==> src/design/bpc_pkg.sv <==
// Shared types, constants and helper functions for the barometric compensation unit.
package bpc_pkg;

    localparam int unsigned DATA_W  = 32;
    localparam int unsigned RAW_W   = 24;
    localparam int unsigned PADDR_W = 5;

    localparam logic [31:0] B6_OFFSET   = 32'd4000;
    localparam logic [31:0] X3_OFFSET   = 32'd32768;
    localparam logic [31:0] B7_SCALE    = 32'd50000;
    localparam logic [31:0] P_COEF_SQ   = 32'd3038;
    localparam logic [31:0] P_COEF_LIN  = 32'd7357;
    localparam logic [31:0] P_COEF_OFS  = 32'd3791;
    localparam logic [1:0]  OSR_RESET   = 2'd1;

    typedef struct packed {
        logic              func;
        logic [RAW_W-1:0]  raw_value;
    } in_t;

    typedef struct packed {
        logic               kind;
        logic signed [31:0] value;
        logic               div_by_zero;
    } out_t;

    typedef enum logic [2:0] {
        REG_OSR     = 3'd0,
        REG_AC1     = 3'd1,
        REG_AC2     = 3'd2,
        REG_AC3     = 3'd3,
        REG_AC4     = 3'd4,
        REG_AC5_AC6 = 3'd5,
        REG_MC_MD   = 3'd6,
        REG_B1_B2   = 3'd7
    } reg_idx_t;

    typedef enum logic [4:0] {
        S_IDLE,
        S_T_MUL,
        S_T_X1,
        S_T_DEN,
        S_T_DIV,
        S_P_B6,
        S_P_SQM,
        S_P_SQ,
        S_P_X2,
        S_P_X1,
        S_P_B3,
        S_P_X3,
        S_P_B4M,
        S_P_B4,
        S_P_B7,
        S_P_DIV,
        S_P_SQP,
        S_P_K1,
        S_P_K2,
        S_P_SUM,
        S_DONE
    } state_t;

    function automatic logic [31:0] asr32(input logic [31:0] v, input logic [4:0] n);
        return 32'($signed(v) >>> n);
    endfunction

    function automatic logic [31:0] sx16(input logic [15:0] v);
        return {{16{v[15]}}, v};
    endfunction

endpackage

==> src/design/baro_pressure_temp_compensation_unit.sv <==
// Top level: configuration registers, sequencer, shared multiplier and output register.
// An item with a zero divisor skips the divide and goes straight to the done state.
// The divider is shared by the temperature and pressure paths; one multiply runs per cycle.
// An item is accepted only in the idle state, entered the cycle after the previous result is
// loaded into the output register, so a new item is not taken before the last one is through.
// Reset clears the sequencer, output valid and stored b5, sets oversampling to 1 and the
// calibration registers to 0.
module baro_pressure_temp_compensation_unit
    import bpc_pkg::*;
(
    input  logic               clk,
    input  logic               rst_n,
    input  logic               in_valid,
    output logic               in_ready,
    input  in_t                in_data,
    output logic               out_valid,
    input  logic               out_ready,
    output out_t               out_data,
    input  logic               psel,
    input  logic               penable,
    input  logic               pwrite,
    input  logic [PADDR_W-1:0] paddr,
    input  logic [31:0]        pwdata,
    output logic [31:0]        prdata,
    output logic               pready
);

    // Configuration registers
    logic [1:0]  osr_reg;
    logic [15:0] ac1_reg;
    logic [15:0] ac2_reg;
    logic [15:0] ac3_reg;
    logic [15:0] ac4_reg;
    logic [31:0] ac5_ac6_reg;
    logic [31:0] mc_md_reg;
    logic [31:0] b1_b2_reg;

    reg_idx_t cfg_idx;
    logic     cfg_wr;

    assign cfg_idx = reg_idx_t'(paddr[PADDR_W-1:2]);
    assign cfg_wr  = psel && penable && pwrite && pready;
    assign pready  = 1'b1;

    always_ff @(posedge clk or negedge rst_n)
    begin
        if (!rst_n)
        begin
            osr_reg     <= OSR_RESET;
            ac1_reg     <= '0;
            ac2_reg     <= '0;
            ac3_reg     <= '0;
            ac4_reg     <= '0;
            ac5_ac6_reg <= '0;
            mc_md_reg   <= '0;
            b1_b2_reg   <= '0;
        end
        else if (cfg_wr)
        begin
            unique case (cfg_idx)
                REG_OSR:     osr_reg     <= pwdata[1:0];
                REG_AC1:     ac1_reg     <= pwdata[15:0];
                REG_AC2:     ac2_reg     <= pwdata[15:0];
                REG_AC3:     ac3_reg     <= pwdata[15:0];
                REG_AC4:     ac4_reg     <= pwdata[15:0];
                REG_AC5_AC6: ac5_ac6_reg <= pwdata;
                REG_MC_MD:   mc_md_reg   <= pwdata;
                REG_B1_B2:   b1_b2_reg   <= pwdata;
            endcase
        end
    end

    always_comb
    begin
        unique case (cfg_idx)
            REG_OSR:     prdata = {30'd0, osr_reg};
            REG_AC1:     prdata = {16'd0, ac1_reg};
            REG_AC2:     prdata = {16'd0, ac2_reg};
            REG_AC3:     prdata = {16'd0, ac3_reg};
            REG_AC4:     prdata = {16'd0, ac4_reg};
            REG_AC5_AC6: prdata = ac5_ac6_reg;
            REG_MC_MD:   prdata = mc_md_reg;
            REG_B1_B2:   prdata = b1_b2_reg;
        endcase
    end

    // Decoded coefficients
    logic [31:0] ac1_s, ac2_s, ac3_s, ac4_u, ac5_u, ac6_u, mc_s, md_s, b1_s, b2_s;

    assign ac1_s = sx16(ac1_reg);
    assign ac2_s = sx16(ac2_reg);
    assign ac3_s = sx16(ac3_reg);
    assign ac4_u = {16'd0, ac4_reg};
    assign ac5_u = {16'd0, ac5_ac6_reg[31:16]};
    assign ac6_u = {16'd0, ac5_ac6_reg[15:0]};
    assign mc_s  = sx16(mc_md_reg[31:16]);
    assign md_s  = sx16(mc_md_reg[15:0]);
    assign b1_s  = sx16(b1_b2_reg[31:16]);
    assign b2_s  = sx16(b1_b2_reg[15:0]);

    // Sequencer and datapath registers
    state_t      state_reg, state_next;
    logic        func_reg;
    logic [23:0] raw_reg;
    logic [31:0] b5_reg, b5_next;
    logic [31:0] prod_reg;
    logic [31:0] acc_reg, acc_next;
    logic [31:0] b6_reg, b6_next;
    logic [31:0] sq_reg, sq_next;
    logic [31:0] b3_reg, b3_next;
    logic [31:0] b4_reg, b4_next;
    logic [31:0] p_reg, p_next;
    logic [31:0] res_reg, res_next;
    logic        dz_reg, dz_next;
    logic        qfix_reg, qfix_next;
    out_t        out_reg;
    logic        out_valid_reg;

    logic [31:0] mul_a, mul_b;
    logic        div_start;
    logic [31:0] div_dividend, div_divisor;
    logic        div_done;
    logic [31:0] div_quotient;

    logic        in_acc;
    logic        out_load;
    logic [31:0] up_val;
    logic [31:0] den;
    logic [31:0] num_t;
    logic [31:0] q_signed;
    logic [31:0] b5_cand;
    logic [31:0] p_shift8;

    assign in_ready = (state_reg == S_IDLE);
    assign in_acc   = in_valid && in_ready;
    assign out_load = (state_reg == S_DONE) && (!out_valid_reg || out_ready);

    assign up_val   = 32'(raw_reg) >> (4'd8 - {2'b00, osr_reg});
    assign den      = acc_reg + md_s;
    assign num_t    = {mc_s[20:0], 11'd0};
    assign q_signed = qfix_reg ? (32'd0 - div_quotient) : div_quotient;
    assign b5_cand  = acc_reg + q_signed;
    assign p_shift8 = asr32(p_reg, 5'd8);

    bpc_div u_div (
        .clk      (clk),
        .rst_n    (rst_n),
        .start    (div_start),
        .dividend (div_dividend),
        .divisor  (div_divisor),
        .done     (div_done),
        .quotient (div_quotient)
    );

    // Next state
    always_comb
    begin
        state_next = state_reg;
        unique case (state_reg)
            S_IDLE:   if (in_acc) state_next = in_data.func ? S_P_B6 : S_T_MUL;
            S_T_MUL:  state_next = S_T_X1;
            S_T_X1:   state_next = S_T_DEN;
            S_T_DEN:  state_next = (den == '0) ? S_DONE : S_T_DIV;
            S_T_DIV:  if (div_done) state_next = S_DONE;
            S_P_B6:   state_next = S_P_SQM;
            S_P_SQM:  state_next = S_P_SQ;
            S_P_SQ:   state_next = S_P_X2;
            S_P_X2:   state_next = S_P_X1;
            S_P_X1:   state_next = S_P_B3;
            S_P_B3:   state_next = S_P_X3;
            S_P_X3:   state_next = S_P_B4M;
            S_P_B4M:  state_next = S_P_B4;
            S_P_B4:   state_next = S_P_B7;
            S_P_B7:   state_next = (b4_reg == '0) ? S_DONE : S_P_DIV;
            S_P_DIV:  if (div_done) state_next = S_P_SQP;
            S_P_SQP:  state_next = S_P_K1;
            S_P_K1:   state_next = S_P_K2;
            S_P_K2:   state_next = S_P_SUM;
            S_P_SUM:  state_next = S_DONE;
            S_DONE:   if (out_load) state_next = S_IDLE;
            default:  state_next = S_IDLE;
        endcase
    end

    // Control outputs: multiplier operands and divider start
    always_comb
    begin
        mul_a        = '0;
        mul_b        = '0;
        div_start    = 1'b0;
        div_dividend = '0;
        div_divisor  = '0;
        unique case (state_reg)
            S_T_MUL:
            begin
                mul_a = {16'd0, raw_reg[15:0]} - ac6_u;
                mul_b = ac5_u;
            end
            S_T_DEN:
            begin
                div_start    = (den != '0);
                div_dividend = num_t[31] ? (32'd0 - num_t) : num_t;
                div_divisor  = den[31] ? (32'd0 - den) : den;
            end
            S_P_SQM:
            begin
                mul_a = b6_reg;
                mul_b = b6_reg;
            end
            S_P_SQ:
            begin
                mul_a = ac2_s;
                mul_b = b6_reg;
            end
            S_P_X2:
            begin
                mul_a = b2_s;
                mul_b = sq_reg;
            end
            S_P_X1:
            begin
                mul_a = ac3_s;
                mul_b = b6_reg;
            end
            S_P_B3:
            begin
                mul_a = b1_s;
                mul_b = sq_reg;
            end
            S_P_B4M:
            begin
                mul_a = ac4_u;
                mul_b = acc_reg + X3_OFFSET;
            end
            S_P_B4:
            begin
                mul_a = up_val - b3_reg;
                mul_b = B7_SCALE >> osr_reg;
            end
            S_P_B7:
            begin
                // Large b7 is divided first and doubled afterwards to stay in 32 bits.
                div_start    = (b4_reg != '0);
                div_dividend = prod_reg[31] ? prod_reg : {prod_reg[30:0], 1'b0};
                div_divisor  = b4_reg;
            end
            S_P_SQP:
            begin
                mul_a = p_shift8;
                mul_b = p_shift8;
            end
            S_P_K1:
            begin
                mul_a = prod_reg;
                mul_b = P_COEF_SQ;
            end
            S_P_K2:
            begin
                mul_a = p_reg;
                mul_b = P_COEF_LIN;
            end
            default:
            begin
                mul_a = '0;
                mul_b = '0;
            end
        endcase
    end

    // Datapath next values
    always_comb
    begin
        acc_next  = acc_reg;
        b5_next   = b5_reg;
        b6_next   = b6_reg;
        sq_next   = sq_reg;
        b3_next   = b3_reg;
        b4_next   = b4_reg;
        p_next    = p_reg;
        res_next  = res_reg;
        dz_next   = dz_reg;
        qfix_next = qfix_reg;
        unique case (state_reg)
            S_IDLE:
            begin
                res_next = '0;
                dz_next  = 1'b0;
            end
            S_T_X1:   acc_next = asr32(prod_reg, 5'd15);
            S_T_DEN:
            begin
                dz_next   = (den == '0);
                qfix_next = num_t[31] ^ den[31];
            end
            S_T_DIV:
            begin
                if (div_done)
                begin
                    b5_next  = b5_cand;
                    res_next = asr32(b5_cand + 32'd8, 5'd4);
                end
            end
            S_P_B6:   b6_next = b5_reg - B6_OFFSET;
            S_P_SQ:   sq_next = asr32(prod_reg, 5'd12);
            S_P_X2:   acc_next = asr32(prod_reg, 5'd11);
            S_P_X1:   acc_next = acc_reg + asr32(prod_reg, 5'd11);
            S_P_B3:
            begin
                b3_next  = asr32((({ac1_s[29:0], 2'b00} + acc_reg) << osr_reg) + 32'd2,
                                 5'd2);
                acc_next = asr32(prod_reg, 5'd13);
            end
            S_P_X3:   acc_next = asr32(acc_reg + asr32(prod_reg, 5'd16) + 32'd2, 5'd2);
            S_P_B4:   b4_next = prod_reg >> 15;
            S_P_B7:
            begin
                dz_next   = (b4_reg == '0);
                qfix_next = prod_reg[31];
            end
            S_P_DIV:
            begin
                if (div_done)
                begin
                    p_next = qfix_reg ? {div_quotient[30:0], 1'b0} : div_quotient;
                end
            end
            S_P_K2:   acc_next = asr32(prod_reg, 5'd16);
            S_P_SUM:
            begin
                res_next = p_reg + asr32(acc_reg + asr32(32'd0 - prod_reg, 5'd16)
                                         + P_COEF_OFS, 5'd4);
            end
            default:  acc_next = acc_reg;
        endcase
    end

    always_ff @(posedge clk or negedge rst_n)
    begin
        if (!rst_n)
        begin
            state_reg     <= S_IDLE;
            out_valid_reg <= 1'b0;
            b5_reg        <= '0;
        end
        else
        begin
            state_reg <= state_next;
            b5_reg    <= b5_next;
            if (out_load)
            begin
                out_valid_reg <= 1'b1;
            end
            else if (out_ready)
            begin
                out_valid_reg <= 1'b0;
            end
        end
    end

    always_ff @(posedge clk)
    begin
        prod_reg <= mul_a * mul_b;
        acc_reg  <= acc_next;
        b6_reg   <= b6_next;
        sq_reg   <= sq_next;
        b3_reg   <= b3_next;
        b4_reg   <= b4_next;
        p_reg    <= p_next;
        res_reg  <= res_next;
        dz_reg   <= dz_next;
        qfix_reg <= qfix_next;
        if (in_acc)
        begin
            func_reg <= in_data.func;
            raw_reg  <= in_data.raw_value;
        end
        if (out_load)
        begin
            out_reg.kind        <= func_reg;
            out_reg.value       <= $signed(res_reg);
            out_reg.div_by_zero <= dz_reg;
        end
    end

    assign out_valid = out_valid_reg;
    assign out_data  = out_reg;

    // The divider only finishes while the sequencer waits for it.
    assert property (@(posedge clk) disable iff (!rst_n)
        div_done |-> (state_reg == S_T_DIV || state_reg == S_P_DIV))
        else $error("divider finished outside a wait state");

    // A zero divisor always yields a zero value.
    assert property (@(posedge clk) disable iff (!rst_n)
        (out_valid && out_data.div_by_zero) |-> (out_data.value == '0))
        else $error("divide by zero result carries a nonzero value");

    // Only one item is in flight: acceptance closes the input until the result is loaded.
    assert property (@(posedge clk) disable iff (!rst_n)
        (in_valid && in_ready) |=> !in_ready)
        else $error("input accepted while an item is in progress");

    // A loaded result reports the kind of the item that produced it.
    assert property (@(posedge clk) disable iff (!rst_n)
        out_load |=> (out_valid && out_data.kind == func_reg))
        else $error("result kind does not match the item");

endmodule

==> src/design/bpc_div.sv <==
// Shared 32-bit unsigned restoring divider, one quotient bit per cycle.
module bpc_div
    import bpc_pkg::*;
(
    input  logic              clk,
    input  logic              rst_n,
    input  logic              start,
    input  logic [DATA_W-1:0] dividend,
    input  logic [DATA_W-1:0] divisor,
    output logic              done,
    output logic [DATA_W-1:0] quotient
);

    localparam int unsigned CNT_W = $clog2(DATA_W + 1);

    logic [CNT_W-1:0]  cnt_reg;
    logic              done_reg;
    logic [DATA_W:0]   rem_reg;
    logic [DATA_W-1:0] quo_reg;
    logic [DATA_W-1:0] dsr_reg;

    logic [DATA_W:0]   rem_shift;
    logic [DATA_W+1:0] diff;
    logic              busy;

    assign busy      = (cnt_reg != '0);
    assign rem_shift = {rem_reg[DATA_W-1:0], quo_reg[DATA_W-1]};
    assign diff      = {1'b0, rem_shift} - {2'b00, dsr_reg};

    always_ff @(posedge clk or negedge rst_n)
    begin
        if (!rst_n)
        begin
            cnt_reg  <= '0;
            done_reg <= 1'b0;
        end
        else
        begin
            done_reg <= busy && (cnt_reg == CNT_W'(1));
            if (start && !busy)
            begin
                cnt_reg <= CNT_W'(DATA_W);
            end
            else if (busy)
            begin
                cnt_reg <= cnt_reg - CNT_W'(1);
            end
        end
    end

    always_ff @(posedge clk)
    begin
        if (start && !busy)
        begin
            rem_reg <= '0;
            quo_reg <= dividend;
            dsr_reg <= divisor;
        end
        else if (busy)
        begin
            // Each step brings down one dividend bit and keeps the partial remainder.
            if (!diff[DATA_W+1])
            begin
                rem_reg <= diff[DATA_W:0];
                quo_reg <= {quo_reg[DATA_W-2:0], 1'b1};
            end
            else
            begin
                rem_reg <= rem_shift;
                quo_reg <= {quo_reg[DATA_W-2:0], 1'b0};
            end
        end
    end

    assign done     = done_reg;
    assign quotient = quo_reg;

endmodule

==> config.mk <==
export PLATFORM = sky130hd
export DESIGN_NAME = baro_pressure_temp_compensation_unit
export DESIGN_NICKNAME = d
export VERILOG_FILES = /design/src/design/bpc_pkg.sv /design/src/design/baro_pressure_temp_compensation_unit.sv /design/src/design/bpc_div.sv
export SDC_FILE = /design/constraint.sdc
export NUM_CORES = 2
export LEC_CHECK = 0
export BUFFER_PORTS_ARGS = -buffer_cell sky130_fd_sc_hd__buf_4
export CAP_MARGIN = 20
export CELL_PAD_IN_SITES_DETAIL_PLACEMENT = 1
export CELL_PAD_IN_SITES_GLOBAL_PLACEMENT = 1
export CORE_AREA = 2 2 373 375
export CTS_BUF_LIST = sky130_fd_sc_hd__clkbuf_4
export CTS_CLUSTER_SIZE = 25
export DETAILED_ROUTE_END_ITERATION = 10
export DIE_AREA = 0 0 375 377
export PLACE_DENSITY = 0.75
export SLEW_MARGIN = 15
export SYNTH_ARGS = -nofsm -noshare
export SYNTH_HDL_FRONTEND = slang
export SYNTH_HIERARCHICAL = 1
export SYNTH_SLANG_ARGS = --single-unit
==> constraint.sdc <==
create_clock -name clk -period 40.2 [get_ports clk]
set_input_delay 4.02 -clock clk [delete_from_list [all_inputs] [get_ports clk]]
set_output_delay 4.02 -clock clk [all_outputs]
set_load 0.01 [all_outputs]
==> impl_metrics.json <==
{
  "worst_slew_pin_slew_ns": 1.24,
  "cts_buffers": 166,
  "clockRootBuffer": "clkbuf_4",
  "nets": 7819,
  "area_delta_synth_final_pct": 9.52,
  "io_buffers": 134,
  "vias_per_cell": 6.24,
  "drc_errors": 0,
  "synth_area_per_cell_um2": 9.22,
  "grt_pass1_wl_mm": 368,
  "synth_seq_area_share": 0.261,
  "synthCells": 6681,
  "drt-initial-drc-count": 5622,
  "clkTransAtPathRegs_ns": 0.07,
  "core_area_mm2": 0.137,
  "wirelength_mm": 252,
  "ctsResizeCount": 0,
  "hpwl_mm": 192,
  "regToRegEndpoint": "prod_reg[31]$_DFF_P_",
  "cp-end-kind": "register",
  "grt_antenna_before_repair": 21,
  "fp.dieW_um": 375,
  "instances_no_fill": 8801,
  "crit_start": "osr_reg[0]$_DFFE_PN1P_",
  "timing.rr.start": "osr_reg[0]$_DFFE_PN1P_",
  "grt_max_degree": 86,
  "arrival_ns": 15.57,
  "initial_core_util": 0.449,
  "cts_tree": "yes",
  "cts.htree.levels": 4,
  "fin_ws_ns": 25.65,
  "status": "complete, no violations",
  "clock_skew_ns": 0.121,
  "fmax_mhz": 68.7,
  "synth.distinct_cells": 113,
  "pre_cts_slack_ns": 25.88,
  "netlist_area_mm2": 0.0616,
  "rows": 136,
  "yosys_warnings": 6,
  "die-area_mm2": 0.141,
  "slew_headroom": 0.171,
  "critical_path_class": "register to register",
  "die_h_um": 377,
  "finalHoldWorstSlack_ns": 0.404,
  "drt_pre_antenna_iters": 9,
  "finalCriticalPeriod_ns": 14.55,
  "largest_reg_flops": 34,
  "synth_top_cell_by_area": "edfxtp_1",
  "ys_async_sr_fraction": 0.350,
  "dp_cells": 8475,
  "drive_gt1_frac": 0.145,
  "insertion_delay_ns": 1.23,
  "cp_slowest_cell": "ha_1",
  "ioPinCount": 138,
  "crit_fanout": 39,
  "synth.most_common_cell": "inv_1",
  "gp_congestion": 1.07,
  "synth_seq_cells": 591,
  "min_period_over_period": 0.362,
  "post_cts_buffers": 0,
  "required_ns": 41.21,
  "finalSetupViolations": 0,
  "synth_top_area_share": 0.156,
  "r2r_slack_ns": 25.65,
  "clock_path_buffers": 3,
  "setup_tns_ns": 0,
  "fill_cells": 15800,
  "ff2ff_path_depth": 45,
  "hold_class": "register to register",
  "synthTopCellsByCount": "inv_1, nor2_1, nand2_1",
  "crit_end": "prod_reg[31]$_DFF_P_",
  "synthTopCellsByArea": "edfxtp_1, fa_1, ha_1, dfrtp_1, mux2_2",
  "vias": 54900,
  "maxCapViolations": 0,
  "startpoint_type": "register",
  "hold_viol": 0,
  "cp_slowest_stage_delay_ns": 1.03,
  "grt_pass1_vias": 56500,
  "rsz0062_at_grt": "false",
  "grt_use_total": 0.351,
  "maxSlewViolCount": 0,
  "globalRoute.totalOverflow": 0,
  "clock_sinks": 591,
  "wl_per_cell_um": 28.6,
  "synth_flop_cell": "edfxtp_1",
  "antenna_left": 0,
  "synth_edf_count": 320,
  "cts_hold_buffers": 0
}
## logic make-up (layout without fill, tap and decap cells)
| kind of cell | Yosys count | after routing | synth area share |
|---|---|---|---|
| compound gates | 1477 | 1477 | 0.160 |
| xor+xnor | 481 | 481 | 0.0700 |
| fa+ha+maj | 896 | 896 | 0.234 |
| buf+inv | 1039 | 1348 | 0.0648 |
| flops | 591 | 591 | 0.261 |
| mux | 382 | 382 | 0.0709 |
| other cells | 2 | 19 | 0.000122 |
| simple gates | 1813 | 1813 | 0.139 |
## stage by stage
step / util / cell area (um2)
finish: 0.492 / 67400
global route: 0.492 / 67400
CTS: 0.491 / 67300
detailed placement: 0.475 / 65100
global placement: 0.475 / 65100
floorplan: - / 61600
## routing by layer
metal	global-route usage	routed length, um	vias up
met2	0.531	109000	2604
met1	0.446	98400	27800
met3	0.0986	26700	799
li1	-	-	23700
met5	0	116	-
met4	0.215	17800	18
## worst max-delay path: cells and delay by family (launching register included)
| kind | cells | cell delay [ns] |
|---|---|---|
| fa+ha+maj | 10 | 5.38 |
| xor+xnor | 14 | 3.24 |
| compound gates | 8 | 1.92 |
| simple gates | 5 | 1.50 |
| mux | 2 | 0.96 |
| flops | 1 | 0.77 |
| buf+inv | 6 | 0.61 |
## layout by cell type (no fill, tap or decap), types with 52 or more instances in the layout
| master | netlist | layout |
|---|---|---|
| a21o_1 | 130 | 130 |
| nor3_1 | 87 | 86 |
| edfxtp_1 | 320 | 320 |
| clkbuf_4 | 0 | 256 |
| buf_4 | 5 | 291 |
| or2_2 | 66 | 66 |
| fa_1 | 427 | 427 |
| a21oi_1 | 335 | 331 |
| o21ai_0 | 276 | 275 |
| o21bai_1 | 52 | 52 |
| ha_1 | 469 | 469 |
| nor2_1 | 577 | 566 |
| o22ai_1 | 57 | 57 |
| xnor2_1 | 302 | 302 |
| nand2_1 | 503 | 503 |
| nand2b_1 | 112 | 112 |
| a22oi_1 | 98 | 98 |
| nand3_1 | 104 | 103 |
| and3_1 | 60 | 60 |
| xor2_1 | 171 | 171 |
| mux2i_1 | 94 | 94 |
| dfxtp_1 | 64 | 63 |
| dfrtp_1 | 206 | 205 |
| inv_1 | 739 | 738 |
| mux2_2 | 271 | 271 |
| nor2b_1 | 82 | 82 |
## how the worst min path moves through the flow
stage,startpoint,to,slack [ns],cells after the start
6_report,res_reg[27]$_DFFE_PP_,out_data[28]$_DFFE_PP_,0.40,0
5_1_grt,res_reg[27]$_DFFE_PP_,out_data[28]$_DFFE_PP_,0.41,0
4_1_cts,res_reg[27]$_DFFE_PP_,out_data[28]$_DFFE_PP_,0.40,0
3_5_place_dp,res_reg[27]$_DFFE_PP_,out_data[28]$_DFFE_PP_,0.41,0
3_3_place_gp,res_reg[26]$_DFFE_PP_,out_data[27]$_DFFE_PP_,0.41,0
2_1_floorplan,dz_reg$_DFFE_PP_,out_data[0]$_DFFE_PP_,0.40,0
## final cells by class
cell class | count | area (um2) | area share
Antenna cell | 14 | 35.0 | 0.000520
Multi-Input combinational cell | 5054 | 41800 | 0.620
Clock buffer | 255 | 1910 | 0.0284
Clock inverter | 52 | 270 | 0.00401
Tap cell | 1794 | 2240 | 0.0333
Sequential cell | 591 | 16100 | 0.238
Inverter | 745 | 2800 | 0.0415
Timing Repair Buffer | 296 | 2270 | 0.0337
Power is left out: the tool's default activity adds up to more than one toggle a clock period on the data nets, which glitch-free logic cannot reach.
